`src/sv/sfr_pkg.sv`:
```
// Shared types, constants and the CRC-16 byte update for the serial frame receiver.
package sfr_pkg;

  localparam logic [12:0] MAX_PAYLOAD    = 13'd4096;
  localparam logic [12:0] MAX_LEN_RESET  = 13'd4096;
  localparam logic [15:0] CRC_INIT       = 16'hFFFF;
  localparam logic [15:0] CRC_POLY       = 16'h1021;
  localparam logic [7:0]  START_BYTE     = 8'h02;

  localparam logic        OP_BYTE        = 1'b0;
  localparam logic        OP_TIMEOUT     = 1'b1;

  localparam logic        REG_MAX_LEN    = 1'b0;

  typedef enum logic [2:0] {
    PH_IDLE    = 3'd0,
    PH_HEADER  = 3'd1,
    PH_PAYLOAD = 3'd2,
    PH_CRC_HI  = 3'd3,
    PH_CRC_LO  = 3'd4
  } phase_t;

  typedef enum logic [2:0] {
    ST_OK        = 3'd0,
    ST_BAD_START = 3'd1,
    ST_TOO_LONG  = 3'd2,
    ST_BAD_CRC   = 3'd3,
    ST_MUTE      = 3'd4,
    ST_STOPPED   = 3'd5
  } status_t;

  typedef struct packed {
    logic [7:0]  data_byte;
    logic        is_end;
    status_t     status;
    logic [15:0] frame_length;
    logic [7:0]  frame_address;
    logic [7:0]  frame_protocol;
  } result_t;

  // One byte of CRC-16/CCITT-FALSE, MSB first.
  function automatic logic [15:0] crc16_byte(input logic [15:0] crc_in,
                                             input logic [7:0] data);
    logic [15:0] c;
    c = crc_in ^ {data, 8'h00};
    for (int k = 0; k < 8; k++) begin
      if (c[15]) begin
        c = {c[14:0], 1'b0} ^ CRC_POLY;
      end else begin
        c = {c[14:0], 1'b0};
      end
    end
    return c;
  endfunction

endpackage

```
`src/sv/sfr_out_buf.sv`:
```
// Two-entry output register with skid stage for result beats.
module sfr_out_buf (
  input  logic             clk,
  input  logic             rst_n,
  input  logic             push_vld,
  input  sfr_pkg::result_t push_data,
  output logic             push_ok,
  output logic             out_vld,
  output sfr_pkg::result_t out_data,
  input  logic             out_rdy
);
  import sfr_pkg::*;

  logic    head_vld_r, head_vld_nxt;
  logic    skid_vld_r, skid_vld_nxt;
  result_t head_r, head_nxt;
  result_t skid_r, skid_nxt;
  logic    pop;

  // Accept a push only while the skid slot is free: a registered condition.
  assign push_ok  = !skid_vld_r;
  assign out_vld  = head_vld_r;
  assign out_data = head_r;
  assign pop      = head_vld_r && out_rdy;

  always_comb begin
    head_vld_nxt = head_vld_r;
    skid_vld_nxt = skid_vld_r;
    head_nxt     = head_r;
    skid_nxt     = skid_r;
    if (pop) begin
      if (skid_vld_r) begin
        head_nxt     = skid_r;
        skid_vld_nxt = 1'b0;
      end else if (push_vld) begin
        head_nxt     = push_data;
      end else begin
        head_vld_nxt = 1'b0;
      end
    end else if (push_vld && push_ok) begin
      if (!head_vld_r) begin
        head_nxt     = push_data;
        head_vld_nxt = 1'b1;
      end else begin
        skid_nxt     = push_data;
        skid_vld_nxt = 1'b1;
      end
    end
  end

  always_ff @(posedge clk) begin
    if (!rst_n) begin
      head_vld_r <= 1'b0;
      skid_vld_r <= 1'b0;
    end else begin
      head_vld_r <= head_vld_nxt;
      skid_vld_r <= skid_vld_nxt;
    end
  end

  always_ff @(posedge clk) begin
    head_r <= head_nxt;
    skid_r <= skid_nxt;
  end

endmodule

```
`src/sv/serial_frame_receiver_crc16.sv`:
```
// Top level of the byte-serial frame receiver with CRC-16 check.
//
// Usage: feed one beat per received byte on the in_ stream (in_tuser = 0,
// in_tdata = byte) or one beat with in_tuser = 1 when the receive timeout
// expires. A frame is 0x02, length (big endian), address, protocol, payload,
// CRC high, CRC low. Each payload byte comes out as a beat with out_tlast = 0;
// every frame, good or bad, closes with one beat with out_tlast = 1 whose
// out_tuser carries the status and out_tdata the header values.
// Path: a taken input beat is held in the input register, and its result beat
// goes to the result register when the parser processes it.
// Throughput: one input beat per cycle while the result stages have room, set
// by the combinational byte-wise CRC and parser update.
// Backpressure: when out_tready is low the result register and its skid
// stage fill, then in_tready falls; no beat is lost or repeated.
// Reset (rst_n low, synchronous): parser returns to idle waiting for 0x02,
// CRC to 0xFFFF, max_payload_len to 4096, both stream stages empty.
// Configuration: max_payload_len at APB byte address 0 (limit in use saturates
// at 4096); the user must write it only while the receiver is idle (not enforced).
module serial_frame_receiver_crc16 (
  input  logic        clk,
  input  logic        rst_n,
  // input stream
  input  logic        in_tvalid,
  output logic        in_tready,
  input  logic [7:0]  in_tdata,   // [7:0] rx_byte
  input  logic        in_tuser,   // [0] opcode
  // result stream
  output logic        out_tvalid,
  input  logic        out_tready,
  output logic [39:0] out_tdata,  // [7:0] data_byte, [23:8] frame_length,
                                  // [31:24] frame_address, [39:32] frame_protocol
  output logic        out_tlast,  // is_end
  output logic [2:0]  out_tuser,  // [2:0] status
  // configuration
  input  logic        cfg_psel,
  input  logic        cfg_penable,
  input  logic        cfg_pwrite,
  input  logic [2:0]  cfg_paddr,
  input  logic [31:0] cfg_pwdata,
  output logic [31:0] cfg_prdata,
  output logic        cfg_pready
);
  import sfr_pkg::*;

  // configuration register
  logic [12:0] max_len_r;
  logic        cfg_wr;
  logic [12:0] limit;

  assign cfg_pready = 1'b1;
  assign cfg_wr     = cfg_psel && cfg_penable && cfg_pwrite && cfg_pready
                      && (cfg_paddr[2] == REG_MAX_LEN);
  assign cfg_prdata = (cfg_paddr[2] == REG_MAX_LEN) ? {19'd0, max_len_r} : 32'd0;
  assign limit      = (max_len_r > MAX_PAYLOAD) ? MAX_PAYLOAD : max_len_r;

  always_ff @(posedge clk) begin
    if (!rst_n) begin
      max_len_r <= MAX_LEN_RESET;
    end else if (cfg_wr) begin
      max_len_r <= cfg_pwdata[12:0];
    end
  end

  // input register
  logic       in_vld_r, in_vld_nxt;
  logic       in_op_r;
  logic [7:0] in_byte_r;
  logic       push_ok;
  logic       fire;

  // Process the held beat when the result side has room; take a new beat
  // in the same cycle.
  assign fire      = in_vld_r && push_ok;
  assign in_tready = !in_vld_r || fire;

  always_comb begin
    in_vld_nxt = in_vld_r;
    if (in_tvalid && in_tready) begin
      in_vld_nxt = 1'b1;
    end else if (fire) begin
      in_vld_nxt = 1'b0;
    end
  end

  always_ff @(posedge clk) begin
    if (!rst_n) begin
      in_vld_r <= 1'b0;
    end else begin
      in_vld_r <= in_vld_nxt;
    end
  end

  always_ff @(posedge clk) begin
    if (in_tvalid && in_tready) begin
      in_op_r   <= in_tuser;
      in_byte_r <= in_tdata;
    end
  end

  // parser state
  phase_t      ph_r, ph_nxt;
  logic [1:0]  hidx_r, hidx_nxt;
  logic [15:0] len_r, len_nxt;
  logic [12:0] left_r, left_nxt;
  logic [15:0] crc_r, crc_nxt;
  logic [7:0]  addr_r, addr_nxt;
  logic [7:0]  proto_r, proto_nxt;
  logic [7:0]  crch_r, crch_nxt;
  logic [15:0] crc_upd;
  logic        res_vld;
  result_t     res;

  assign crc_upd = crc16_byte(crc_r, in_byte_r);

  always_comb begin
    ph_nxt    = ph_r;
    hidx_nxt  = hidx_r;
    len_nxt   = len_r;
    left_nxt  = left_r;
    crc_nxt   = crc_r;
    addr_nxt  = addr_r;
    proto_nxt = proto_r;
    crch_nxt  = crch_r;
    res_vld   = 1'b0;
    res       = '0;
    if (fire) begin
      if (in_op_r == OP_TIMEOUT) begin
        // Timeout: mute before the header is complete, stopped after it.
        res_vld    = 1'b1;
        res.is_end = 1'b1;
        ph_nxt     = PH_IDLE;
        if (ph_r == PH_PAYLOAD || ph_r == PH_CRC_HI || ph_r == PH_CRC_LO) begin
          res.status         = ST_STOPPED;
          res.frame_length   = len_r;
          res.frame_address  = addr_r;
          res.frame_protocol = proto_r;
        end else begin
          res.status = ST_MUTE;
        end
      end else begin
        unique case (ph_r)
          PH_HEADER: begin
            crc_nxt = crc_upd;
            unique case (hidx_r)
              2'd0: len_nxt   = {in_byte_r, 8'h00};
              2'd1: len_nxt   = {len_r[15:8], in_byte_r};
              2'd2: addr_nxt  = in_byte_r;
              2'd3: proto_nxt = in_byte_r;
              default: len_nxt = len_r;
            endcase
            if (hidx_r != 2'd3) begin
              hidx_nxt = hidx_r + 2'd1;
            end else begin
              hidx_nxt = 2'd0;
              if (len_r > {3'd0, limit}) begin
                res_vld            = 1'b1;
                res.is_end         = 1'b1;
                res.status         = ST_TOO_LONG;
                res.frame_length   = len_r;
                res.frame_address  = addr_r;
                res.frame_protocol = in_byte_r;
                ph_nxt             = PH_IDLE;
              end else begin
                left_nxt = len_r[12:0];
                ph_nxt   = (len_r == 16'd0) ? PH_CRC_HI : PH_PAYLOAD;
              end
            end
          end
          PH_PAYLOAD: begin
            crc_nxt       = crc_upd;
            left_nxt      = left_r - 13'd1;
            if (left_r == 13'd1) begin
              ph_nxt = PH_CRC_HI;
            end
            res_vld       = 1'b1;
            res.data_byte = in_byte_r;
          end
          PH_CRC_HI: begin
            crch_nxt = in_byte_r;
            ph_nxt   = PH_CRC_LO;
          end
          PH_CRC_LO: begin
            res_vld            = 1'b1;
            res.is_end         = 1'b1;
            res.status         = ({crch_r, in_byte_r} == crc_r) ? ST_OK : ST_BAD_CRC;
            res.frame_length   = len_r;
            res.frame_address  = addr_r;
            res.frame_protocol = proto_r;
            ph_nxt             = PH_IDLE;
          end
          default: begin
            // Idle, and any unused phase code: check the start byte at once.
            if (in_byte_r != START_BYTE) begin
              res_vld    = 1'b1;
              res.is_end = 1'b1;
              res.status = ST_BAD_START;
              ph_nxt     = PH_IDLE;
            end else begin
              ph_nxt    = PH_HEADER;
              hidx_nxt  = 2'd0;
              crc_nxt   = CRC_INIT;
              len_nxt   = 16'd0;
              addr_nxt  = 8'd0;
              proto_nxt = 8'd0;
            end
          end
        endcase
      end
    end
  end

  always_ff @(posedge clk) begin
    if (!rst_n) begin
      ph_r    <= PH_IDLE;
      hidx_r  <= 2'd0;
      len_r   <= 16'd0;
      left_r  <= 13'd0;
      crc_r   <= CRC_INIT;
      addr_r  <= 8'd0;
      proto_r <= 8'd0;
      crch_r  <= 8'd0;
    end else begin
      ph_r    <= ph_nxt;
      hidx_r  <= hidx_nxt;
      len_r   <= len_nxt;
      left_r  <= left_nxt;
      crc_r   <= crc_nxt;
      addr_r  <= addr_nxt;
      proto_r <= proto_nxt;
      crch_r  <= crch_nxt;
    end
  end

  // result register and skid stage
  result_t out_res;

  sfr_out_buf u_out_buf (
    .clk       (clk),
    .rst_n     (rst_n),
    .push_vld  (res_vld),
    .push_data (res),
    .push_ok   (push_ok),
    .out_vld   (out_tvalid),
    .out_data  (out_res),
    .out_rdy   (out_tready)
  );

  assign out_tdata = {out_res.frame_protocol, out_res.frame_address,
                      out_res.frame_length, out_res.data_byte};
  assign out_tlast = out_res.is_end;
  assign out_tuser = out_res.status;

  // checks
  a_payload_status: assert property (@(posedge clk) disable iff (!rst_n)
    (res_vld && !res.is_end) |-> (res.status == ST_OK && ph_r == PH_PAYLOAD))
    else $error("payload beat with nonzero status or outside payload phase");

  a_end_to_idle: assert property (@(posedge clk) disable iff (!rst_n)
    (res_vld && res.is_end) |=> (ph_r == PH_IDLE))
    else $error("parser not idle after an end result");

  a_payload_left: assert property (@(posedge clk) disable iff (!rst_n)
    (ph_r == PH_PAYLOAD) |-> (left_r != 13'd0))
    else $error("payload phase with no bytes left");

  a_start_init: assert property (@(posedge clk) disable iff (!rst_n)
    (fire && ph_r == PH_IDLE && in_op_r == OP_BYTE && in_byte_r == START_BYTE)
    |=> (ph_r == PH_HEADER && crc_r == CRC_INIT && hidx_r == 2'd0))
    else $error("start byte did not open the header");

  a_no_result_drop: assert property (@(posedge clk) disable iff (!rst_n)
    (in_vld_r && !push_ok) |=> in_vld_r)
    else $error("held input beat dropped while result side was full");

endmodule

```
`config.mk`:
```
export PLATFORM = sky130hd
export DESIGN_NAME = serial_frame_receiver_crc16
export DESIGN_NICKNAME = d
export VERILOG_FILES = /design/src/sv/sfr_pkg.sv /design/src/sv/sfr_out_buf.sv /design/src/sv/serial_frame_receiver_crc16.sv
export SDC_FILE = /design/constraint.sdc
export NUM_CORES = 1
export LEC_CHECK = 0
export ABC_AREA = 1
export BUFFER_PORTS_ARGS = -buffer_cell sky130_fd_sc_hd__buf_2
export CAP_MARGIN = 5
export CORE_UTILIZATION = 34
export CTS_BUF_LIST = sky130_fd_sc_hd__clkbuf_8
export CTS_CLUSTER_DIAMETER = 50
export DETAILED_ROUTE_END_ITERATION = 8
export SLEW_MARGIN = 15
export SYNTH_ARGS = -nofsm -noshare
export SYNTH_HDL_FRONTEND = slang
export SYNTH_SLANG_ARGS = --single-unit
```
`constraint.sdc`:
```
create_clock -name clk -period 7.95 [get_ports clk]
set_clock_uncertainty 0.05 [all_clocks]
set_input_delay 1.1925 -clock clk [delete_from_list [all_inputs] [get_ports clk]]
set_output_delay 1.1925 -clock clk [all_outputs]
set_load 0.03 [all_outputs]
```
==> results of run 1 <==
-- per-stage QoR --
step	util	hold WS (ns)	instance area (sq um)
CTS	0.393	0.401	9970
floorplan	-	0.374	8950
detailed placement	0.377	0.387	9560
global placement	0.377	0.385	9560
finish	0.393	0.399	9970
global route	0.393	0.420	9970
-- report_power, final --
part	internal [uW]	switching [uW]
clock network	293	356
registers	1030	7.82
logic	30.3	92.6
total	1350	457
-- sequential cells by signal (all words and copies together) (netlist names), 3 cells and up --
name and flops:
addr_r 8, crc_r 16, crch_r 8, in_byte_r 8, left_r 13, len_r 16
max_len_r 13, ph_r 3, proto_r 8, u_out_buf.out_data 44, u_out_buf.skid_r 44
-- worst min-delay path, stage by stage, from the launching register on --
cell     delay [ns]
dfxtp_1        0.32
inv_1          0.04
a21oi_1        0.05
-- cell usage after synthesis, types with 4 or more instances --
| cell type | count |
|---|---|
| nor2_2 | 5 |
| nor2_1 | 86 |
| ha_1 | 19 |
| buf_4 | 22 |
| nand2_2 | 5 |
| clkbuf_1 | 21 |
| xnor2_1 | 16 |
| a211oi_1 | 11 |
| nand2_1 | 253 |
| o21ai_0 | 84 |
| a21oi_1 | 82 |
| nand4_1 | 13 |
| inv_2 | 12 |
| edfxtp_1 | 97 |
| dfxtp_1 | 90 |
| o22ai_1 | 11 |
| inv_1 | 110 |
| a211oi_2 | 4 |
| nor3_1 | 9 |
| buf_2 | 5 |
| or2_2 | 4 |
| xor2_1 | 8 |
| nand3_1 | 35 |
| o211ai_1 | 4 |
-- cell families after synthesis --
logic type                 Yosys count  synth area share
adders and majority gates           19            0.0267
DFF                                187             0.530
buffers and inverters              178            0.0881
other                                2          0.000845
xor gates and xnor gates            24            0.0237
and+or+nand+nor                    423             0.203
AOI/OAI and AO/OA                  204             0.128
-- layout make-up --
cell class,count,area [sq um],share of cell area
inverters,127,480,0.0482
clock inverters,14,163,0.0163
flip-flops and latches,187,4710,0.473
clock buffers,18,248,0.0248
repair buffers,93,478,0.0479
multi-input cells,690,3480,0.349
well taps,330,413,0.0414
-- routing by layer --
layer / global-route usage / share of wire / wire [microns] / vias to the layer above
li1: - / - / - / 3543
met1: 0.204 / 0.49 / 9490 / 3168
met2: 0.244 / 0.46 / 9040 / 127
met3: 0.0231 / 0.030 / 582 / 24
met4: 0.0547 / 0.017 / 329 / 0
met5: 0 / 0 / 0 / -
-- path summary, 6_finish.rpt --
| path | start | end | slack [ns] | cells past startpoint |
|---|---|---|---|---|
| hold reg to reg | addr_r[2] | addr_r[2] | 0.40 | 2 |
| setup reg to reg | max_len_r[8] | u_out_buf.skid_r[23] | 4.09 | 18 |
| setup / recovery | max_len_r[8] | u_out_buf.skid_r[23] | 4.09 | 18 |
| hold / removal | addr_r[2] | addr_r[2] | 0.40 | 2 |
==> flow_summary_export.csv, run 1 <==
group,metric,value,unit
run_status,status,"completed",
clock_tree,cts_buffer_depth,2,
grt,antenna_found_initial,0,
worst_setup_path,crit_chain,"nor4_1 -> a21oi_1 -> clkinv_1 -> nand2_1 -> ha_1 -> nand2_1 -> inv_1 -> nand2_1 -> nand2_1 -> nand2_1 -> nand2_1 -> nand2_1 -> nand2_1 -> nand4_1 -> nand2_1 -> nand2_1 -> nor3_2 -> buf_4",
placement,dp.cells,1427,
clock_tree,ctsHtreeMaxLevel,4,
sta,slew_headroom,0.327,
placement,dpl_worst_slack,4.16,ns
worst_setup_path,slowest_stage,"buf_4",
clock_tree,cts_resized,0,
worst_setup_path,crit_required,8.00,ns
floorplanning,io_pins,130,
logic_synthesis,synth_top_area_share,0.328,
finish,fillers,2615,
logic_synthesis,synth_edf_count,97,
logic_synthesis,syn_area,0.00889,sq mm
pwr,p_per_area,181,mW/mm^2
placement,post-dp-hpwl,13.9,mm
finish,instances_no_fill,1459,
grt,grt-ovfl-total,0,
routing,vias,6862,
routing,wirelength,19.4,mm
grt,grt_pass1_wl,31.8,mm
logic_synthesis,syn_inst,1037,
worst_setup_path,crit_top_cell,"nand2_1",
clock_tree,cts_setup_buffers,0,
finish,syn2layout_area_growth,12.2,%
run,max_cap_violations,0,
routing,drtIter0Drc,428,
sta,setup_violations,0,
sta,grt_setup_unrepaired,"false",
logic_synthesis,synthTopCellsByArea,"edfxtp_1, dfxtp_1, nand2_1",
sta,drv_slew,0,
floorplanning,coreArea,0.0254,sq mm
logic_synthesis,synthFlopType,"edfxtp_1",
worst_setup_path,start_kind,"flip-flop",
sta,finalCriticalPeriod,3.86,ns
finish,antenna_cells,0,
grt,grt_max_degree,58,
clock_tree,cts_tree,"built",
floorplanning,fp.dieH,164,microns
finish,final_common_cell,"nand2_1",
worst_hold_path,min_path_type,"reg -> reg",
sta,fin_tns_setup,0,ns
placement,io_buffer_count,88,
sta,fin_ws,4.09,ns
floorplanning,row_count,58,
sta,finalHoldViolCount,0,
routing,wl_per_cell,13.3,microns
finish,final_cell_mix,"nand2_1, inv_1, edfxtp_1",
clock_tree,hold_buffers,0,
worst_setup_path,crit_arrival,3.92,ns
floorplanning,dieArea,0.0268,sq mm
routing,drc,0,
grt,grt_usage,0.151,
clock_tree,clk_pin_slew,0.10,ns
worst_setup_path,crit_type,"reg -> reg",
finish,fin_nets,1186,
sta,tightest_slew,1.01,ns
logic_synthesis,ys_seq_area_frac,0.530,
logic_synthesis,yosysTopAreaCell,"edfxtp_1",
placement,gp_congestion,0.822,
worst_setup_path,path_buf_inv,3,
routing,first_pass_iters,5,
floorplanning,start_util,0.350,
worst_setup_path,crit_family,"simple AND/OR/NAND/NOR gates",
finish,layout-drive-gt1-share,0.151,
logic_synthesis,syn_avg_cell_area,8.57,sq um
worst_setup_path,max_stage_delay,0.48,ns
floorplanning,die_x,164,microns
pwr,ir_worst_vdd,0.0998,mV
clock_tree,cts_buffers,17,
logic_synthesis,ys_async_sr_fraction,0,
sta,fin_crit_sh,0.486,
clock_tree,root_buffer,"clkbuf_8",
logic_synthesis,synth_cell_type_count,42,
pwr,p_leak,0.00428,uW
grt,grt_pass1_vias,6430,
clock_tree,clock_latency,0.46,ns
worst_setup_path,endpoint_kind,"flip-flop",
routing,drtAntennaViolNets,0,
logic_synthesis,synth_seq_cells,187,
pwr,total_power,1810,uW
clock_tree,clock-sinks,187,
logic_synthesis,yosys_warnings,0,
routing,via_per_inst,4.70,
worst_setup_path,critPathMaxFanout,44,
sta,fmax,0.259,GHz
Note: power is estimated with default switching activity, not from simulation.
==> run 2, diff against run 1 <==
==> constraint.sdc (replaced) <==
create_clock -name clk -period 4 [get_ports clk]
set_clock_uncertainty 0.05 [all_clocks]
set_input_delay 0.6 -clock clk [delete_from_list [all_inputs] [get_ports clk]]
set_output_delay 0.6 -clock clk [all_outputs]
set_load 0.03 [all_outputs]
==> flow_summary_export.csv, run 2 (synthesis gave the netlist of run 1 again) <==
group,metric,value,unit
sta,fin_tns_setup,0,ns
clock_tree,cts_buffer_depth,2,
routing,wl_per_cell,13.3,microns
pwr,p_leak,0.00432,uW
routing,drtIter0Drc,461,
clock_tree,cts_resized,0,
worst_setup_path,crit_type,"reg -> reg",
routing,vias,6898,
finish,syn2layout_area_growth,12.9,%
sta,finalCriticalPeriod,3.63,ns
placement,post-dp-hpwl,13.9,mm
floorplanning,fp.dieH,164,microns
clock_tree,ctsHtreeMaxLevel,4,
routing,first_pass_iters,5,
clock_tree,cts_tree,"built",
placement,io_buffer_count,88,
clock_tree,cts_setup_buffers,0,
finish,final_common_cell,"nand2_1",
pwr,swShare,0.253,
routing,drc,0,
worst_hold_path,hold_start,"in_tdata[0]",
sta,setup_violations,0,
sta,slew_headroom,0.347,
sta,tightest_slew,0.979,ns
sta,fmax,0.275,GHz
pwr,ir_worst_vdd,0.195,mV
routing,drtAntennaViolNets,0,
sta,grt_setup_unrepaired,"false",
pwr,pwr-share-comb,0.067,
pwr,power.clock.fraction,0.374,
clock_tree,cts_buffers,17,
sta,finalHoldViolCount,0,
worst_setup_path,crit_required,4.10,ns
grt,grt-ovfl-total,0,
floorplanning,row_count,58,
floorplanning,coreArea,0.0254,sq mm
grt,grt_usage,0.150,
sta,fin_crit_sh,0.908,
pwr,sequentialPowerShare,0.559,
pwr,internal_power,2750,uW
run,max_cap_violations,0,
finish,antenna_cells,0,
pwr,switching_power,933,uW
clock_tree,root_buffer,"clkbuf_8",
grt,antenna_found_initial,0,
floorplanning,die_x,164,microns
worst_setup_path,critPathMaxFanout,44,
routing,wirelength,19.5,mm
worst_setup_path,r2r_cells,16,
grt,grt_pass1_vias,6338,
finish,fin_nets,1186,
worst_setup_path,reg2reg_to,"u_out_buf.skid_r[28]",
sta,drv_slew,0,
floorplanning,dieArea,0.0268,sq mm
pwr,total_power,3680,uW
placement,gp_congestion,0.831,
floorplanning,io_pins,130,
routing,via_per_inst,4.73,
worst_setup_path,crit_arrival,3.73,ns
clock_tree,hold_buffers,0,
clock_tree,clock_latency,0.46,ns
pwr,p_per_area,367,mW/mm^2
clock_tree,clk_pin_slew,0.10,ns
finish,final_cell_mix,"nand2_1, inv_1, edfxtp_1",
grt,grt_max_degree,57,
worst_setup_path,endpoint_kind,"flip-flop",
worst_hold_path,min_path_type,"in -> reg",
clock_tree,clock-sinks,187,
worst_setup_path,timing.rr.start,"max_len_r[8]",
run_status,status,"completed",
floorplanning,start_util,0.350,
finish,layout-drive-gt1-share,0.150,
worst_hold_path,holdPathEnd,"in_byte_r[0]",
grt,grt_pass1_wl,31.5,mm
worst_setup_path,start_kind,"flip-flop",
worst_setup_path,r2r_setup_slack,0.37,ns
worst_hold_path,whs_path_depth,1,
## run 2: changes by cell type in the layout (fill, tap and decap cells not counted), sizes merged
cell	before	now
clkbuf	18	17
clkinvlp	5	1
inv	126	131
clkinv	8	7
bufinv	2	3
## run 2: power by group through the flow
stage	combinational, uW	clock, uW	sequential, uW
2_1_floorplan	149	0	2140
3_5_place_dp	250	0	2100
6_report	248	1380	2060
5_1_grt	271	1490	2060
3_3_place_gp	248	0	2100
4_1_cts	250	1420	2060
## run 2: stage by stage
stage,setup slack [ns],util,instance area [sq um],std cells,hold WS (ns)
6_report,0.370,0.395,10000,1459,0.249
5_1_grt,0.0610,0.395,10000,1459,0.223
4_1_cts,0.378,0.395,10000,1459,0.218
3_5_place_dp,0.412,0.378,9600,1427,0.388
3_3_place_gp,0.401,0.378,9600,1427,0.383
2_1_floorplan,0.325,-,8970,1055,0.374
## run 2: cell type report
class / instances / area [sq um]
inverter: 127 / 480
timing repair buffer: 93 / 503
clock buffer: 17 / 234
sequential: 187 / 4710
tap: 330 / 413
multi-input combinational: 690 / 3480
fill: 2586 / 15400
clock inverter: 15 / 201
## run 2: how the worst max path moves through the flow
stage | slack, ns | cells past startpoint | endpoint | startpoint
global route | 0.06 | 16 | u_out_buf.skid_r[27] | max_len_r[8]
global placement | 0.40 | 18 | u_out_buf.skid_r[27] | max_len_r[8]
floorplan | 0.32 | 16 | u_out_buf.out_data[0] | max_len_r[8]
finish | 0.37 | 16 | u_out_buf.skid_r[28] | max_len_r[8]
CTS | 0.38 | 16 | u_out_buf.skid_r[28] | max_len_r[8]
detailed placement | 0.41 | 16 | u_out_buf.skid_r[25] | max_len_r[9]
## run 2: per-layer routing
metal | part of all wire | up-vias | track usage
li1 | - | 3546 | -
met3 | 0.038 | 25 | 0.0229
met1 | 0.48 | 3186 | 0.200
met5 | 0 | - | 0
met4 | 0.021 | 0 | 0.0556
met2 | 0.46 | 141 | 0.243
## run 2: worst max-delay path, cell delays in order (launching register included)
cell and delay [ns]:
dfxtp_1 0.34, nor4_1 0.35, a21oi_1 0.15, clkinv_1 0.18
nand2_1 0.08, ha_1 0.30, nand2_1 0.07, nor2_1 0.14
nand2_1 0.07, nand2_1 0.05, nand2_1 0.04, nand2_1 0.17
nand4_1 0.44, nand2_1 0.24, nand2_1 0.17, nor3_4 0.19
buf_12 0.27
